File: config.mk
export PLATFORM = sky130hd
export DESIGN_NAME = ssa_dialogue_line_parser_top
export DESIGN_NICKNAME = d
export VERILOG_FILES = /design/src/rtl/ssadlp_pkg.sv /design/src/rtl/ssa_dialogue_line_parser_top.sv
export SDC_FILE = /design/constraint.sdc
export NUM_CORES = 2
export LEC_CHECK = 0
export ABC_AREA = 1
export CAP_MARGIN = 20
export CORE_UTILIZATION = 30
export CTS_CLUSTER_DIAMETER = 150
export DETAILED_ROUTE_END_ITERATION = 10
export DONT_BUFFER_PORTS = 1
export HOLD_SLACK_MARGIN = 0.1
export PLACE_DENSITY = 0.48
export SYNTH_ARGS = -nofsm -noshare
export SYNTH_HDL_FRONTEND = slang
export SYNTH_SLANG_ARGS = --single-unit
File: constraint.sdc
create_clock -name clk -period 13.95 [get_ports clk]
set_input_delay 2.79 -clock clk [delete_from_list [all_inputs] [get_ports clk]]
set_output_delay 2.79 -clock clk [all_outputs]
set_load 0.03 [all_outputs]
File: src/rtl/ssadlp_pkg.sv
// shared types, constants and helper functions for the dialogue line parser
// no dependencies; imported by ssa_dialogue_line_parser_top
`timescale 1ns / 1ps
`default_nettype none

package ssadlp_pkg;

  localparam int MAX_LINE_CHARS = 256;
  localparam int MAX_FIELDS     = 256;

  localparam int LEN_W     = $clog2(MAX_LINE_CHARS);
  localparam int FIELD_W   = $clog2(MAX_FIELDS);
  localparam int COL_W     = 8;
  localparam int FCNT_W    = 9;
  localparam int CODE_W    = 16;
  localparam int NUM_W     = 17;
  localparam int SCALE_W   = 32;
  localparam int TIME_W    = NUM_W + SCALE_W;
  localparam int DUR_W     = TIME_W + 1;
  localparam int PART_W    = 3;
  localparam int DIG_W     = 3;
  localparam int POS_W     = 4;
  localparam int CFG_IDX_W = 2;
  localparam int CFG_DAT_W = 9;

  localparam int FIFO_DEPTH = 8;
  localparam int PTR_W      = $clog2(FIFO_DEPTH);
  localparam int CNT_W      = $clog2(FIFO_DEPTH + 1);

  localparam logic [POS_W-1:0]  PREFIX_LEN = POS_W'(10);
  localparam logic [PART_W-1:0] PART_LAST  = PART_W'(3);
  localparam logic [PART_W-1:0] PART_DONE  = PART_W'(4);
  localparam logic [DIG_W-1:0]  MAX_DIGITS = DIG_W'(5);

  localparam logic [CFG_IDX_W-1:0] CFG_FIELD_COUNT  = 2'd0;
  localparam logic [CFG_IDX_W-1:0] CFG_START_COLUMN = 2'd1;
  localparam logic [CFG_IDX_W-1:0] CFG_END_COLUMN   = 2'd2;
  localparam logic [CFG_IDX_W-1:0] CFG_TEXT_COLUMN  = 2'd3;

  localparam logic [FCNT_W-1:0] RST_FIELD_COUNT  = 9'd10;
  localparam logic [COL_W-1:0]  RST_START_COLUMN = 8'd1;
  localparam logic [COL_W-1:0]  RST_END_COLUMN   = 8'd2;
  localparam logic [COL_W-1:0]  RST_TEXT_COLUMN  = 8'd9;

  localparam logic [CODE_W-1:0] CH_LBRACE = 16'h007B;
  localparam logic [CODE_W-1:0] CH_RBRACE = 16'h007D;
  localparam logic [CODE_W-1:0] CH_BSLASH = 16'h005C;
  localparam logic [CODE_W-1:0] CH_LOW_N  = 16'h006E;
  localparam logic [CODE_W-1:0] CH_UP_N   = 16'h004E;
  localparam logic [CODE_W-1:0] CH_COMMA  = 16'h002C;
  localparam logic [CODE_W-1:0] CH_SPACE  = 16'h0020;
  localparam logic [CODE_W-1:0] CH_COLON  = 16'h003A;
  localparam logic [CODE_W-1:0] CH_DOT    = 16'h002E;
  localparam logic [CODE_W-1:0] CH_ZERO   = 16'h0030;
  localparam logic [CODE_W-1:0] CH_NINE   = 16'h0039;
  localparam logic [CODE_W-1:0] CH_UP_A   = 16'h0041;
  localparam logic [CODE_W-1:0] CH_UP_Z   = 16'h005A;
  localparam logic [CODE_W-1:0] CASE_GAP  = 16'h0020;

  localparam logic [SCALE_W-1:0] US_PER_HOUR = 32'd3600000000;
  localparam logic [SCALE_W-1:0] US_PER_MIN  = 32'd60000000;
  localparam logic [SCALE_W-1:0] US_PER_SEC  = 32'd1000000;
  localparam logic [SCALE_W-1:0] US_PER_CS   = 32'd10000;

  typedef enum logic [1:0] {
    RK_TEXT   = 2'd0,
    RK_BREAK  = 2'd1,
    RK_RECORD = 2'd2
  } rkind_t;

  typedef enum logic [2:0] {
    TM_NORMAL = 3'b001,
    TM_BRACE  = 3'b010,
    TM_ESCAPE = 3'b100
  } tmode_t;

  typedef struct packed {
    logic [PART_W-1:0] part;
    logic [NUM_W-1:0]  number;
    logic [DIG_W-1:0]  digits;
    logic              seen;
    logic              error;
  } stamp_t;

  typedef struct packed {
    logic             en;
    logic [NUM_W-1:0] number;
    logic [1:0]       part;
  } close_t;

  typedef struct packed {
    stamp_t s;
    close_t cl;
  } stamp_res_t;

  typedef struct packed {
    logic              brk_first;
    rkind_t            kind;
    logic [CODE_W-1:0] code;
    logic              valid;
  } entry_t;

  typedef struct packed {
    logic              brk_first;
    rkind_t            kind;
    logic [CODE_W-1:0] code;
    logic [TIME_W-1:0] start;
    logic [DUR_W-1:0]  dur;
    logic              valid;
  } fifo_entry_t;

  function automatic logic [CODE_W-1:0] prefix_char(input logic [POS_W-1:0] pos);
    logic [CODE_W-1:0] c;
    unique case (pos)
      4'd0:    c = 16'h0064;
      4'd1:    c = 16'h0069;
      4'd2:    c = 16'h0061;
      4'd3:    c = 16'h006C;
      4'd4:    c = 16'h006F;
      4'd5:    c = 16'h0067;
      4'd6:    c = 16'h0075;
      4'd7:    c = 16'h0065;
      4'd8:    c = 16'h003A;
      4'd9:    c = 16'h0020;
      default: c = '0;
    endcase
    return c;
  endfunction

  function automatic logic [SCALE_W-1:0] part_scale(input logic [1:0] part);
    logic [SCALE_W-1:0] s;
    unique case (part)
      2'd0: s = US_PER_HOUR;
      2'd1: s = US_PER_MIN;
      2'd2: s = US_PER_SEC;
      2'd3: s = US_PER_CS;
    endcase
    return s;
  endfunction

  function automatic stamp_res_t stamp_close(input stamp_t s);
    stamp_res_t r;
    r.cl.en     = 1'b1;
    r.cl.number = s.number;
    r.cl.part   = s.part[1:0];
    r.s         = s;
    r.s.part    = s.part + PART_W'(1);
    r.s.number  = '0;
    r.s.digits  = '0;
    r.s.seen    = 1'b0;
    return r;
  endfunction

  function automatic stamp_res_t stamp_char(input stamp_t s, input logic [CODE_W-1:0] c);
    stamp_res_t        r;
    logic [CODE_W-1:0] sep;
    r.s  = s;
    r.cl = '0;
    sep  = (s.part == PART_W'(2)) ? CH_DOT : CH_COLON;
    if (!s.error && s.part < PART_DONE) begin
      if (c >= CH_ZERO && c <= CH_NINE) begin
        if (s.digits >= MAX_DIGITS) begin
          r.s.error = 1'b1;
        end else begin
          r.s.number = NUM_W'(s.number * NUM_W'(10)) + NUM_W'(c[3:0]);
          r.s.digits = s.digits + DIG_W'(1);
          r.s.seen   = 1'b1;
        end
      end else if (c == CH_SPACE && !s.seen) begin
        r.s = s;
      end else if (!s.seen) begin
        r.s.error = 1'b1;
      end else if (s.part == PART_LAST || c == sep) begin
        r = stamp_close(s);
      end else begin
        r.s.error = 1'b1;
      end
    end
    return r;
  endfunction

  function automatic stamp_res_t stamp_end(input stamp_t s);
    stamp_res_t r;
    r.s  = s;
    r.cl = '0;
    if (!s.error && s.part < PART_DONE) begin
      if (s.part == PART_LAST && s.seen) begin
        r = stamp_close(s);
      end else begin
        r.s.error = 1'b1;
      end
    end
    return r;
  endfunction

endpackage

`default_nettype wire

File: src/rtl/ssa_dialogue_line_parser_top.sv
// top level of the dialogue line parser: prefix check, field split, stamp and text filter
// depends on ssadlp_pkg
`timescale 1ns / 1ps
`default_nettype none

// Takes one UTF-16 code unit per cycle (kind 0) or an end-of-line marker (kind 1). A character
// gives at most one result (text character or line break); an end of line gives an optional
// line break and then an event record, so it gives two results when the line holds text after
// its last line break. The first result of a transaction passes a register stage for the parse,
// one for the 17x32 timestamp multiply, one for the running totals, then an eight-entry result
// queue and the output register. in_stall rises only while eight producing transactions are in
// flight or queued, so with out_stall low the input runs at one transaction per clock unless
// end-of-line transactions that carry a break arrive faster than the output drains their second
// result. Configuration writes are taken at any cycle and belong in idle time.
module ssa_dialogue_line_parser_top (
  input  wire logic                                 clk,
  input  wire logic                                 rst,
  input  wire logic                                 in_valid,
  output logic                                      in_stall,
  input  wire logic                                 kind,
  input  wire logic [ssadlp_pkg::CODE_W-1:0]        code,
  output logic                                      out_valid,
  input  wire logic                                 out_stall,
  output logic [1:0]                                result_kind,
  output logic [ssadlp_pkg::CODE_W-1:0]             text_code,
  output logic [ssadlp_pkg::TIME_W-1:0]             start_us,
  output logic signed [ssadlp_pkg::DUR_W-1:0]       duration_us,
  output logic                                      event_valid,
  output logic                                      last,
  input  wire logic                                 wr_en,
  input  wire logic [ssadlp_pkg::CFG_IDX_W-1:0]     wr_index,
  input  wire logic [ssadlp_pkg::CFG_DAT_W-1:0]     wr_data
);
  import ssadlp_pkg::*;

  // configuration
  logic [FCNT_W-1:0] field_count;
  logic [COL_W-1:0]  start_column;
  logic [COL_W-1:0]  end_column;
  logic [COL_W-1:0]  text_column;

  // line state
  logic [POS_W-1:0]   prefix_pos, prefix_pos_next;
  logic [FIELD_W-1:0] field_idx, field_idx_next;
  logic               rejected, rejected_next;
  tmode_t             tmode, tmode_next;
  logic [LEN_W-1:0]   line_len, line_len_next;
  logic               any_line, any_line_next;
  stamp_t             stamp [2];
  stamp_t             stamp_next [2];

  // parse outputs
  logic               accept;
  logic               prefix_ok;
  logic [FIELD_W-1:0] last_f;
  logic [COL_W-1:0]   field_col;
  logic [CODE_W-1:0]  lc;
  logic               append;
  entry_t             ent;
  logic               ent_en;
  logic               eol;
  close_t             cl [2];
  stamp_res_t         sr0, sr1;

  // pipeline
  logic               s1_ent_en, s1_eol;
  entry_t             s1_ent;
  close_t             s1_cl [2];
  logic               s2_ent_en, s2_eol;
  entry_t             s2_ent;
  logic               s2_en [2];
  logic [TIME_W-1:0]  s2_prod [2];
  logic [TIME_W-1:0]  total [2];
  logic [TIME_W-1:0]  sum [2];
  logic               s3_ent_en;
  entry_t             s3_ent;
  logic [TIME_W-1:0]  snap [2];

  // result queue and output
  fifo_entry_t        mem [FIFO_DEPTH];
  fifo_entry_t        wdata;
  fifo_entry_t        head;
  logic [PTR_W-1:0]   wr_ptr, rd_ptr;
  logic [CNT_W-1:0]   fill;
  logic [CNT_W-1:0]   reserved;
  logic               push, pop, ld;
  logic               split;
  rkind_t             out_kind;

  assign accept    = in_valid && !in_stall;
  assign in_stall  = (reserved >= CNT_W'(FIFO_DEPTH));
  assign prefix_ok = !rejected && (prefix_pos >= PREFIX_LEN);
  assign field_col = COL_W'(field_idx);

  always_comb begin
    if (field_count == '0) begin
      last_f = '0;
    end else if (field_count > FCNT_W'(MAX_FIELDS)) begin
      last_f = FIELD_W'(MAX_FIELDS - 1);
    end else begin
      last_f = FIELD_W'(field_count - FCNT_W'(1));
    end
  end

  assign lc = (code >= CH_UP_A && code <= CH_UP_Z) ? code + CASE_GAP : code;

  always_ff @(posedge clk) begin
    if (rst) begin
      field_count  <= RST_FIELD_COUNT;
      start_column <= RST_START_COLUMN;
      end_column   <= RST_END_COLUMN;
      text_column  <= RST_TEXT_COLUMN;
    end else if (wr_en) begin
      unique case (wr_index)
        CFG_FIELD_COUNT:  field_count  <= wr_data;
        CFG_START_COLUMN: start_column <= wr_data[COL_W-1:0];
        CFG_END_COLUMN:   end_column   <= wr_data[COL_W-1:0];
        CFG_TEXT_COLUMN:  text_column  <= wr_data[COL_W-1:0];
      endcase
    end
  end

  always_comb begin
    prefix_pos_next = prefix_pos;
    field_idx_next  = field_idx;
    rejected_next   = rejected;
    tmode_next      = tmode;
    line_len_next   = line_len;
    any_line_next   = any_line;
    stamp_next[0]   = stamp[0];
    stamp_next[1]   = stamp[1];
    cl[0]           = '0;
    cl[1]           = '0;
    sr0             = '0;
    sr1             = '0;
    append          = 1'b0;
    ent.brk_first   = 1'b0;
    ent.kind        = RK_TEXT;
    ent.code        = '0;
    ent.valid       = 1'b0;
    ent_en          = 1'b0;
    eol             = 1'b0;
    if (accept) begin
      if (kind) begin
        eol    = 1'b1;
        ent_en = 1'b1;
        if (prefix_ok) begin
          if (field_col == start_column) begin
            sr0           = stamp_end(stamp[0]);
            stamp_next[0] = sr0.s;
            cl[0]         = sr0.cl;
          end
          if (field_col == end_column) begin
            sr1           = stamp_end(stamp[1]);
            stamp_next[1] = sr1.s;
            cl[1]         = sr1.cl;
          end
        end
        ent.brk_first = (line_len != '0);
        ent.kind      = RK_RECORD;
        ent.valid     = prefix_ok && (field_idx == last_f)
                        && (stamp_next[0].part >= PART_DONE) && !stamp_next[0].error
                        && (stamp_next[1].part >= PART_DONE) && !stamp_next[1].error
                        && (any_line || (line_len != '0));
        prefix_pos_next = '0;
        field_idx_next  = '0;
        rejected_next   = 1'b0;
        tmode_next      = TM_NORMAL;
        line_len_next   = '0;
        any_line_next   = 1'b0;
        stamp_next[0]   = '0;
        stamp_next[1]   = '0;
      end else if (!rejected) begin
        if (!prefix_ok) begin
          if (lc == prefix_char(prefix_pos)) begin
            prefix_pos_next = prefix_pos + POS_W'(1);
          end else begin
            rejected_next = 1'b1;
          end
        end else if (code == CH_COMMA && field_idx < last_f) begin
          if (field_col == start_column) begin
            sr0           = stamp_end(stamp[0]);
            stamp_next[0] = sr0.s;
            cl[0]         = sr0.cl;
          end
          if (field_col == end_column) begin
            sr1           = stamp_end(stamp[1]);
            stamp_next[1] = sr1.s;
            cl[1]         = sr1.cl;
          end
          tmode_next     = TM_NORMAL;
          field_idx_next = field_idx + FIELD_W'(1);
        end else begin
          if (field_col == start_column) begin
            sr0           = stamp_char(stamp[0], code);
            stamp_next[0] = sr0.s;
            cl[0]         = sr0.cl;
          end
          if (field_col == end_column) begin
            sr1           = stamp_char(stamp[1], code);
            stamp_next[1] = sr1.s;
            cl[1]         = sr1.cl;
          end
          if (field_col == text_column) begin
            unique case (tmode)
              TM_BRACE: begin
                if (code == CH_RBRACE) begin
                  tmode_next = TM_NORMAL;
                end
              end
              TM_ESCAPE: begin
                tmode_next = TM_NORMAL;
                if (code == CH_LOW_N || code == CH_UP_N) begin
                  ent_en        = 1'b1;
                  ent.kind      = RK_BREAK;
                  line_len_next = '0;
                  any_line_next = 1'b1;
                end else if (code == CH_BSLASH) begin
                  append = 1'b1;
                end
              end
              TM_NORMAL: begin
                if (code == CH_LBRACE) begin
                  tmode_next = TM_BRACE;
                end else if (code == CH_BSLASH) begin
                  tmode_next = TM_ESCAPE;
                end else begin
                  append = 1'b1;
                end
              end
              default: tmode_next = TM_NORMAL;
            endcase
            if (append && line_len < LEN_W'(MAX_LINE_CHARS - 1)) begin
              ent_en        = 1'b1;
              ent.kind      = RK_TEXT;
              ent.code      = code;
              line_len_next = line_len + LEN_W'(1);
            end
          end
        end
      end
    end
  end

  always_ff @(posedge clk) begin
    if (rst) begin
      prefix_pos <= '0;
      field_idx  <= '0;
      rejected   <= 1'b0;
      tmode      <= TM_NORMAL;
      line_len   <= '0;
      any_line   <= 1'b0;
      stamp[0]   <= '0;
      stamp[1]   <= '0;
    end else begin
      prefix_pos <= prefix_pos_next;
      field_idx  <= field_idx_next;
      rejected   <= rejected_next;
      tmode      <= tmode_next;
      line_len   <= line_len_next;
      any_line   <= any_line_next;
      stamp[0]   <= stamp_next[0];
      stamp[1]   <= stamp_next[1];
    end
  end

  // stage 1: parse result
  always_ff @(posedge clk) begin
    if (rst) begin
      s1_ent_en <= 1'b0;
      s1_eol    <= 1'b0;
      s1_cl[0]  <= '0;
      s1_cl[1]  <= '0;
    end else begin
      s1_ent_en <= ent_en;
      s1_eol    <= eol;
      s1_cl[0]  <= cl[0];
      s1_cl[1]  <= cl[1];
    end
  end

  always_ff @(posedge clk) begin
    s1_ent <= ent;
  end

  // stage 2: scale closed numbers
  always_ff @(posedge clk) begin
    if (rst) begin
      s2_ent_en <= 1'b0;
      s2_eol    <= 1'b0;
      s2_en[0]  <= 1'b0;
      s2_en[1]  <= 1'b0;
    end else begin
      s2_ent_en <= s1_ent_en;
      s2_eol    <= s1_eol;
      s2_en[0]  <= s1_cl[0].en;
      s2_en[1]  <= s1_cl[1].en;
    end
  end

  always_ff @(posedge clk) begin
    s2_ent     <= s1_ent;
    s2_prod[0] <= s1_cl[0].number * part_scale(s1_cl[0].part);
    s2_prod[1] <= s1_cl[1].number * part_scale(s1_cl[1].part);
  end

  // stage 3: running totals, snapshot at end of line
  assign sum[0] = total[0] + (s2_en[0] ? s2_prod[0] : '0);
  assign sum[1] = total[1] + (s2_en[1] ? s2_prod[1] : '0);

  always_ff @(posedge clk) begin
    if (rst) begin
      total[0]  <= '0;
      total[1]  <= '0;
      s3_ent_en <= 1'b0;
    end else begin
      s3_ent_en <= s2_ent_en;
      if (s2_eol) begin
        total[0] <= '0;
        total[1] <= '0;
      end else begin
        total[0] <= sum[0];
        total[1] <= sum[1];
      end
    end
  end

  always_ff @(posedge clk) begin
    s3_ent  <= s2_ent;
    snap[0] <= sum[0];
    snap[1] <= sum[1];
  end

  // result queue
  assign push = s3_ent_en;

  always_comb begin
    wdata.brk_first = s3_ent.brk_first;
    wdata.kind      = s3_ent.kind;
    wdata.code      = s3_ent.code;
    wdata.valid     = s3_ent.valid;
    wdata.start     = s3_ent.valid ? snap[0] : '0;
    wdata.dur       = s3_ent.valid ? ({1'b0, snap[1]} - {1'b0, snap[0]}) : '0;
  end

  always_ff @(posedge clk) begin
    if (push) begin
      mem[wr_ptr] <= wdata;
    end
  end

  assign head = mem[rd_ptr];
  assign ld   = (fill != '0) && (!out_valid || !out_stall);
  assign pop  = ld && !(head.brk_first && !split);

  always_ff @(posedge clk) begin
    if (rst) begin
      wr_ptr   <= '0;
      rd_ptr   <= '0;
      fill     <= '0;
      reserved <= '0;
    end else begin
      if (push) begin
        wr_ptr <= wr_ptr + PTR_W'(1);
      end
      if (pop) begin
        rd_ptr <= rd_ptr + PTR_W'(1);
      end
      fill     <= fill + CNT_W'(push) - CNT_W'(pop);
      reserved <= reserved + CNT_W'(accept && ent_en) - CNT_W'(pop);
    end
  end

  // output register
  always_ff @(posedge clk) begin
    if (rst) begin
      out_valid <= 1'b0;
      split     <= 1'b0;
    end else if (ld) begin
      out_valid <= 1'b1;
      split     <= !pop;
    end else if (!out_stall) begin
      out_valid <= 1'b0;
    end
  end

  always_ff @(posedge clk) begin
    if (ld) begin
      if (!pop) begin
        out_kind    <= RK_BREAK;
        text_code   <= '0;
        start_us    <= '0;
        duration_us <= '0;
        event_valid <= 1'b0;
        last        <= 1'b0;
      end else begin
        out_kind    <= head.kind;
        text_code   <= head.code;
        start_us    <= head.start;
        duration_us <= head.dur;
        event_valid <= head.valid;
        last        <= 1'b1;
      end
    end
  end

  assign result_kind = out_kind;

  a_fill_within_credit: assert property (@(posedge clk) disable iff (rst)
    fill <= reserved)
    else $error("queue fill exceeds reserved credit");

  a_no_overflow: assert property (@(posedge clk) disable iff (rst)
    push |-> fill < CNT_W'(FIFO_DEPTH))
    else $error("result queue overflow");

  a_split_holds_break: assert property (@(posedge clk) disable iff (rst)
    split |-> out_valid && !last && out_kind == RK_BREAK)
    else $error("pending record without leading break in output register");

  a_record_is_last: assert property (@(posedge clk) disable iff (rst)
    out_valid && out_kind == RK_RECORD |-> last)
    else $error("record result not marked last");

  a_eol_enters_pipe: assert property (@(posedge clk) disable iff (rst)
    accept && kind |=> s1_eol && s1_ent_en)
    else $error("end of line did not reach stage one");

endmodule

`default_nettype wire
==> tab_implementation.tex <==
\begin{tabular}{lr}
\hline
Metric & Value \\
\hline
\multicolumn{2}{l}{\textbf{CTS}} \\
Depth of the CTS H-tree & 4 \\
Clock insertion delay at the later pin of the skew report & 0.86 ns \\
Deepest clock path buffer count & 4 \\
Number of buffers created by CTS & 175 \\
Clock tree from TritonCTS & done \\
Clock slew at reported path FFs & 0.07 ns \\
CTS Sinks & 1510 \\
Root cell of the clock tree & sky130\_fd\_sc\_hd\_\_clkbuf\_16 \\
Hold buffer count at CTS & 0 \\
Cts repair resizes & 0 \\
Post-CTS Repair Setup Buffers & 0 \\
\multicolumn{2}{l}{\textbf{Logic synthesis}} \\
Cell Area, Synth & 89650 sq um \\
Mean instance size in the synthesized netlist & 9.606 sq um \\
Area share of the leading cell type in the synthesized netlist & 36.48\% \\
Number of synthesized flops with an enable pin & 1089 \\
Cell accounting for the most synthesized area & sky130\_fd\_sc\_hd\_\_edfxtp\_1 \\
Total of warnings raised by yosys & 0 \\
Count of cell types in the netlist & 61 \\
Synthesized instance count & 9332 \\
Seq/Total Area, Yosys & 45.88\% \\
FFs w/ async S/R, synth & 0\% \\
Commonest cells in the synthesized netlist & sky130\_fd\_sc\_hd\_\_inv\_1 (1643), sky130\_fd\_sc\_hd\_\_nor2\_1 (1399), sky130\_fd\_sc\_hd\_\_nand2\_1 (1267) \\
Most used flip-flop cell after synthesis & sky130\_fd\_sc\_hd\_\_edfxtp\_1 \\
Cell with the most instances after synthesis & sky130\_fd\_sc\_hd\_\_inv\_1 \\
Cell types occupying the most area after synthesis & sky130\_fd\_sc\_hd\_\_edfxtp\_1 (36\%), sky130\_fd\_sc\_hd\_\_fa\_1 (11\%), sky130\_fd\_sc\_hd\_\_dfxtp\_1 (9.4\%) \\
Number of register bits inferred by synthesis & 1510 \\
\multicolumn{2}{l}{\textbf{Finish}} \\
Final cell count without fillers & 13440 \\
Area added between synthesis and finish & 11.65\% \\
Number of fill cells in the layout & 30390 \\
Final non-filler cell area & 100100 sq um \\
Nets & 10560 \\
Layout cell share with drive strength beyond 1 & 4.041\% \\
\multicolumn{2}{l}{\textbf{STA}} \\
Max-slew violation count & 0 \\
Transition at the pin with the smallest max-transition slack & 1.127 ns \\
Final total negative setup slack & 0 ns \\
Fin Clk Skew & 0.08265 ns \\
RSZ-0062 raised after global routing & no \\
Clock period minus final worst setup slack & 7.512 ns \\
Share of the clock period used by the worst path & 53.85\% \\
FMAX & 133.1 MHz \\
Number of failing setup endpoints in the final timing report & 0 \\
Final count of hold timing violations & 0 \\
Normalized max-slew margin & 24.86\% \\
\multicolumn{2}{l}{\textbf{Global route}} \\
Maximum number of pins on one net before global-route repair & 115 \\
Global-route wire length before repair & 394900 microns \\
Via count of the first global-routing pass & 64130 \\
Number of antenna violations at the first check in global routing & 11 \\
Final global-route overflow total & 0 \\
Total Routing Usage GR & 17.09\% \\
\multicolumn{2}{l}{\textbf{Critical path}} \\
Nature of the critical path endpoint & flop \\
Critical path class & reg2reg \\
Startpoint class of the critical path & flop \\
Endpoint required time on the critical path & 14.63 ns \\
Arrival @ worst endpoint & 8.20 ns \\
Length in cells of the worst reg-to-reg path & 26 \\
Critical R2R Capture & s2\_prod[0][48] \\
R2R Path Start & s1\_cl[0][1] \\
Worst-case register-to-register setup slack & 6.44 ns \\
Critical-path maximum fanout & 22 \\
\multicolumn{2}{l}{\textbf{Placed design}} \\
Post-detail-place hpwl & 186900 microns \\
Number of buffers inserted by port buffering & 0 \\
Placed Area & 94310 sq um \\
Final RePlAce weighted congestion & 0.9405 \\
Number of instances in the placed design & 13130 \\
\multicolumn{2}{l}{\textbf{Pwr}} \\
Clock network fraction of design power & 38.0\% \\
Power Internal & 8367 uW \\
Net Switching & 3765 uW \\
P per Cell Area & 121.2 nW/um\^{}2 \\
Switching Share & 31.03\% \\
LEAKAGE & 0.04429 uW \\
Portion of total power attributed to combinational logic & 15.9\% \\
Peak supply drop & 0.1505 mV \\
Sequential fraction of design power & 46.1\% \\
\multicolumn{2}{l}{\textbf{Floorplanning}} \\
I/O pin total & 154 \\
Total number of placement rows & 200 \\
CORE AREA & 297000 sq um \\
Die height & 548.7 microns \\
Horizontal extent of the die & 548.7 microns \\
Die outline area & 301000 sq um \\
Starting density of the core & 30.18\% \\
\multicolumn{2}{l}{\textbf{Hold path}} \\
Hold path cells & 0 \\
WHS Endpoint & s2\_ent[7] \\
Startpoint of the tightest hold check path & s1\_ent[7] \\
Path category of the worst min-delay check & reg2reg \\
\multicolumn{2}{l}{\textbf{Drt}} \\
Final routed wire length divided by cell count & 19.34 microns \\
Sum of routed wire length over all layers & 260000 microns \\
Post-route antenna net violation count & 0 \\
Number of vias in the routed layout & 62860 \\
Detailed-route vias per instance & 4.676 \\
Violation count after the first detailed-routing iteration & 4506 \\
Drt drc & 0 \\
Number of detailed-routing iterations run before antenna repair & 6 \\
\multicolumn{2}{l}{\textbf{Outcome}} \\
Run status & finished, final reports clean \\
\multicolumn{2}{l}{\textbf{Flow run}} \\
Number of maximum-capacitance constraint violations & 0 \\
\hline
\end{tabular}
[cell type report]
cell class / instances / area [sq um] / share of cell area, %
inverters: 1660 / 6242 / 6.236
multi-input cells: 5971 / 41550 / 41.51
flip-flops and latches: 1510 / 41140 / 41.10
repair buffers: 47 / 465.4 / 0.4650
diodes: 1 / 2.502 / 0.002500
clock inverters: 85 / 1005 / 1.004
well taps: 3939 / 4928 / 4.924
clock buffers: 229 / 4757 / 4.753
[state kept, by name (all words and copies together), names as in the netlist, 9 cells and up, named ones only]
| signal | cells |
|---|---|
| start_us | 45 |
| s2_prod | 90 |
| field_count | 9 |
| stamp | 50 |
| duration_us | 46 |
| snap | 90 |
| s2_ent | 20 |
| s1_ent | 20 |
| mem | 888 |
| text_code | 16 |
| total | 90 |
| s1_cl | 40 |
| s3_ent | 20 |
[routing by layer]
layer	GRT usage (%)	vias to the layer above	wire length [microns]
li1	-	30470	-
met5	0	-	0
met3	2.153	342	11840
met1	24.03	30600	124200
met2	27.50	1453	116700
met4	4.784	0	7252
[layout by cell type (no fill, tap or decap), types with 15 or more instances in the layout]
cell	instances
sky130_fd_sc_hd__inv_2	15
sky130_fd_sc_hd__a21boi_0	21
sky130_fd_sc_hd__nand3_1	152
sky130_fd_sc_hd__o32ai_1	221
sky130_fd_sc_hd__clkbuf_1	41
sky130_fd_sc_hd__or2_2	18
sky130_fd_sc_hd__nand2_1	1266
sky130_fd_sc_hd__a211oi_1	16
sky130_fd_sc_hd__o21a_1	30
sky130_fd_sc_hd__o21bai_1	21
sky130_fd_sc_hd__buf_4	38
sky130_fd_sc_hd__nor2_1	1391
sky130_fd_sc_hd__xor2_1	148
sky130_fd_sc_hd__inv_1	1640
sky130_fd_sc_hd__clkinv_1	21
sky130_fd_sc_hd__xnor2_1	83
sky130_fd_sc_hd__edfxtp_1	1089
sky130_fd_sc_hd__nand4_1	45
sky130_fd_sc_hd__nor3_1	61
sky130_fd_sc_hd__clkbuf_16	179
sky130_fd_sc_hd__o21ai_0	492
sky130_fd_sc_hd__a21oi_1	540
sky130_fd_sc_hd__dfxtp_1	417
sky130_fd_sc_hd__ha_1	652
sky130_fd_sc_hd__a21o_1	25
sky130_fd_sc_hd__o211ai_1	18
sky130_fd_sc_hd__fa_1	512
sky130_fd_sc_hd__conb_1	98
sky130_fd_sc_hd__a31oi_1	34
sky130_fd_sc_hd__bufinv_16	16
sky130_fd_sc_hd__clkinv_2	30
[per-stage QoR]
| stage | util [%] | setup WS [ns] | power (uW) | hold WS, ns |
|---|---|---|---|---|
| 3_5_place_dp | 31.75 | 6.567 | 7643 | 0.3121 |
| 4_1_cts | 33.69 | 6.516 | 12300 | 0.3248 |
| 3_3_place_gp | 31.75 | 6.515 | 7620 | 0.3128 |
| 6_report | 33.70 | 6.438 | 12130 | 0.3243 |
| 2_1_floorplan | - | 3.333 | 6941 | 0.3096 |
| 5_1_grt | 33.70 | 5.988 | 12690 | 0.3284 |
[logic make-up (layout without fill, tap and decap cells)]
kind of cell	Yosys count	after routing	synth area share, %
other	2	99	0.008377
multiplexers	2	2	0.02233
AO/OA/AOI/OAI	1450	1450	9.537
XOR/XNOR	231	231	2.257
AND/OR/NAND/NOR	3026	3026	13.50
flip-flops	1510	1510	45.88
adder cells (fa/ha/maj)	1164	1164	20.53
buffers and inverters	1947	2021	8.260
[worst max-delay path: stages (launching register included)]
cell and delay [ns]:
sky130_fd_sc_hd__dfxtp_1 0.82, sky130_fd_sc_hd__ha_1 0.72, sky130_fd_sc_hd__o21ai_0 0.16, sky130_fd_sc_hd__buf_4 0.22, sky130_fd_sc_hd__inv_1 0.21, sky130_fd_sc_hd__nand2_1 0.11
sky130_fd_sc_hd__fa_1 0.39, sky130_fd_sc_hd__inv_1 0.09, sky130_fd_sc_hd__fa_1 0.44, sky130_fd_sc_hd__fa_1 0.51, sky130_fd_sc_hd__inv_1 0.06, sky130_fd_sc_hd__fa_1 0.42
sky130_fd_sc_hd__inv_1 0.08, sky130_fd_sc_hd__fa_1 0.43, sky130_fd_sc_hd__fa_1 0.45, sky130_fd_sc_hd__ha_1 0.36, sky130_fd_sc_hd__a21oi_1 0.30, sky130_fd_sc_hd__nor2_1 0.08
sky130_fd_sc_hd__nor2_1 0.12, sky130_fd_sc_hd__nand2_1 0.07, sky130_fd_sc_hd__a31oi_1 0.25, sky130_fd_sc_hd__inv_1 0.09, sky130_fd_sc_hd__a21oi_1 0.36, sky130_fd_sc_hd__o21ai_0 0.29
sky130_fd_sc_hd__nand3_1 0.13, sky130_fd_sc_hd__nand2_1 0.06, sky130_fd_sc_hd__xor2_1 0.14
[how the worst max path moves through the flow]
stage                     endpoint  slack (ns)          from  depth (start not counted)
floorplan              reserved[2]        3.33     out_stall                         12
global placement    s2_prod[0][94]        6.51  s1_cl[0][21]                         27
detailed placement  s2_prod[0][48]        6.57   s1_cl[0][1]                         26
CTS                 s2_prod[0][48]        6.52   s1_cl[0][1]                         26
global route        s2_prod[0][94]        5.99  s1_cl[0][21]                         25
finish              s2_prod[0][48]        6.44   s1_cl[0][1]                         26
[power groups by stage]
stage / sequential (uW) / clock, uW / combinational (uW)
floorplan: 5640 / 0 / 1300
global placement: 5700 / 0 / 1920
detailed placement: 5700 / 0 / 1940
CTS: 5610 / 4740 / 1950
global route: 5620 / 4910 / 2160
finish: 5590 / 4610 / 1930
(Power assumes the default switching activity.)
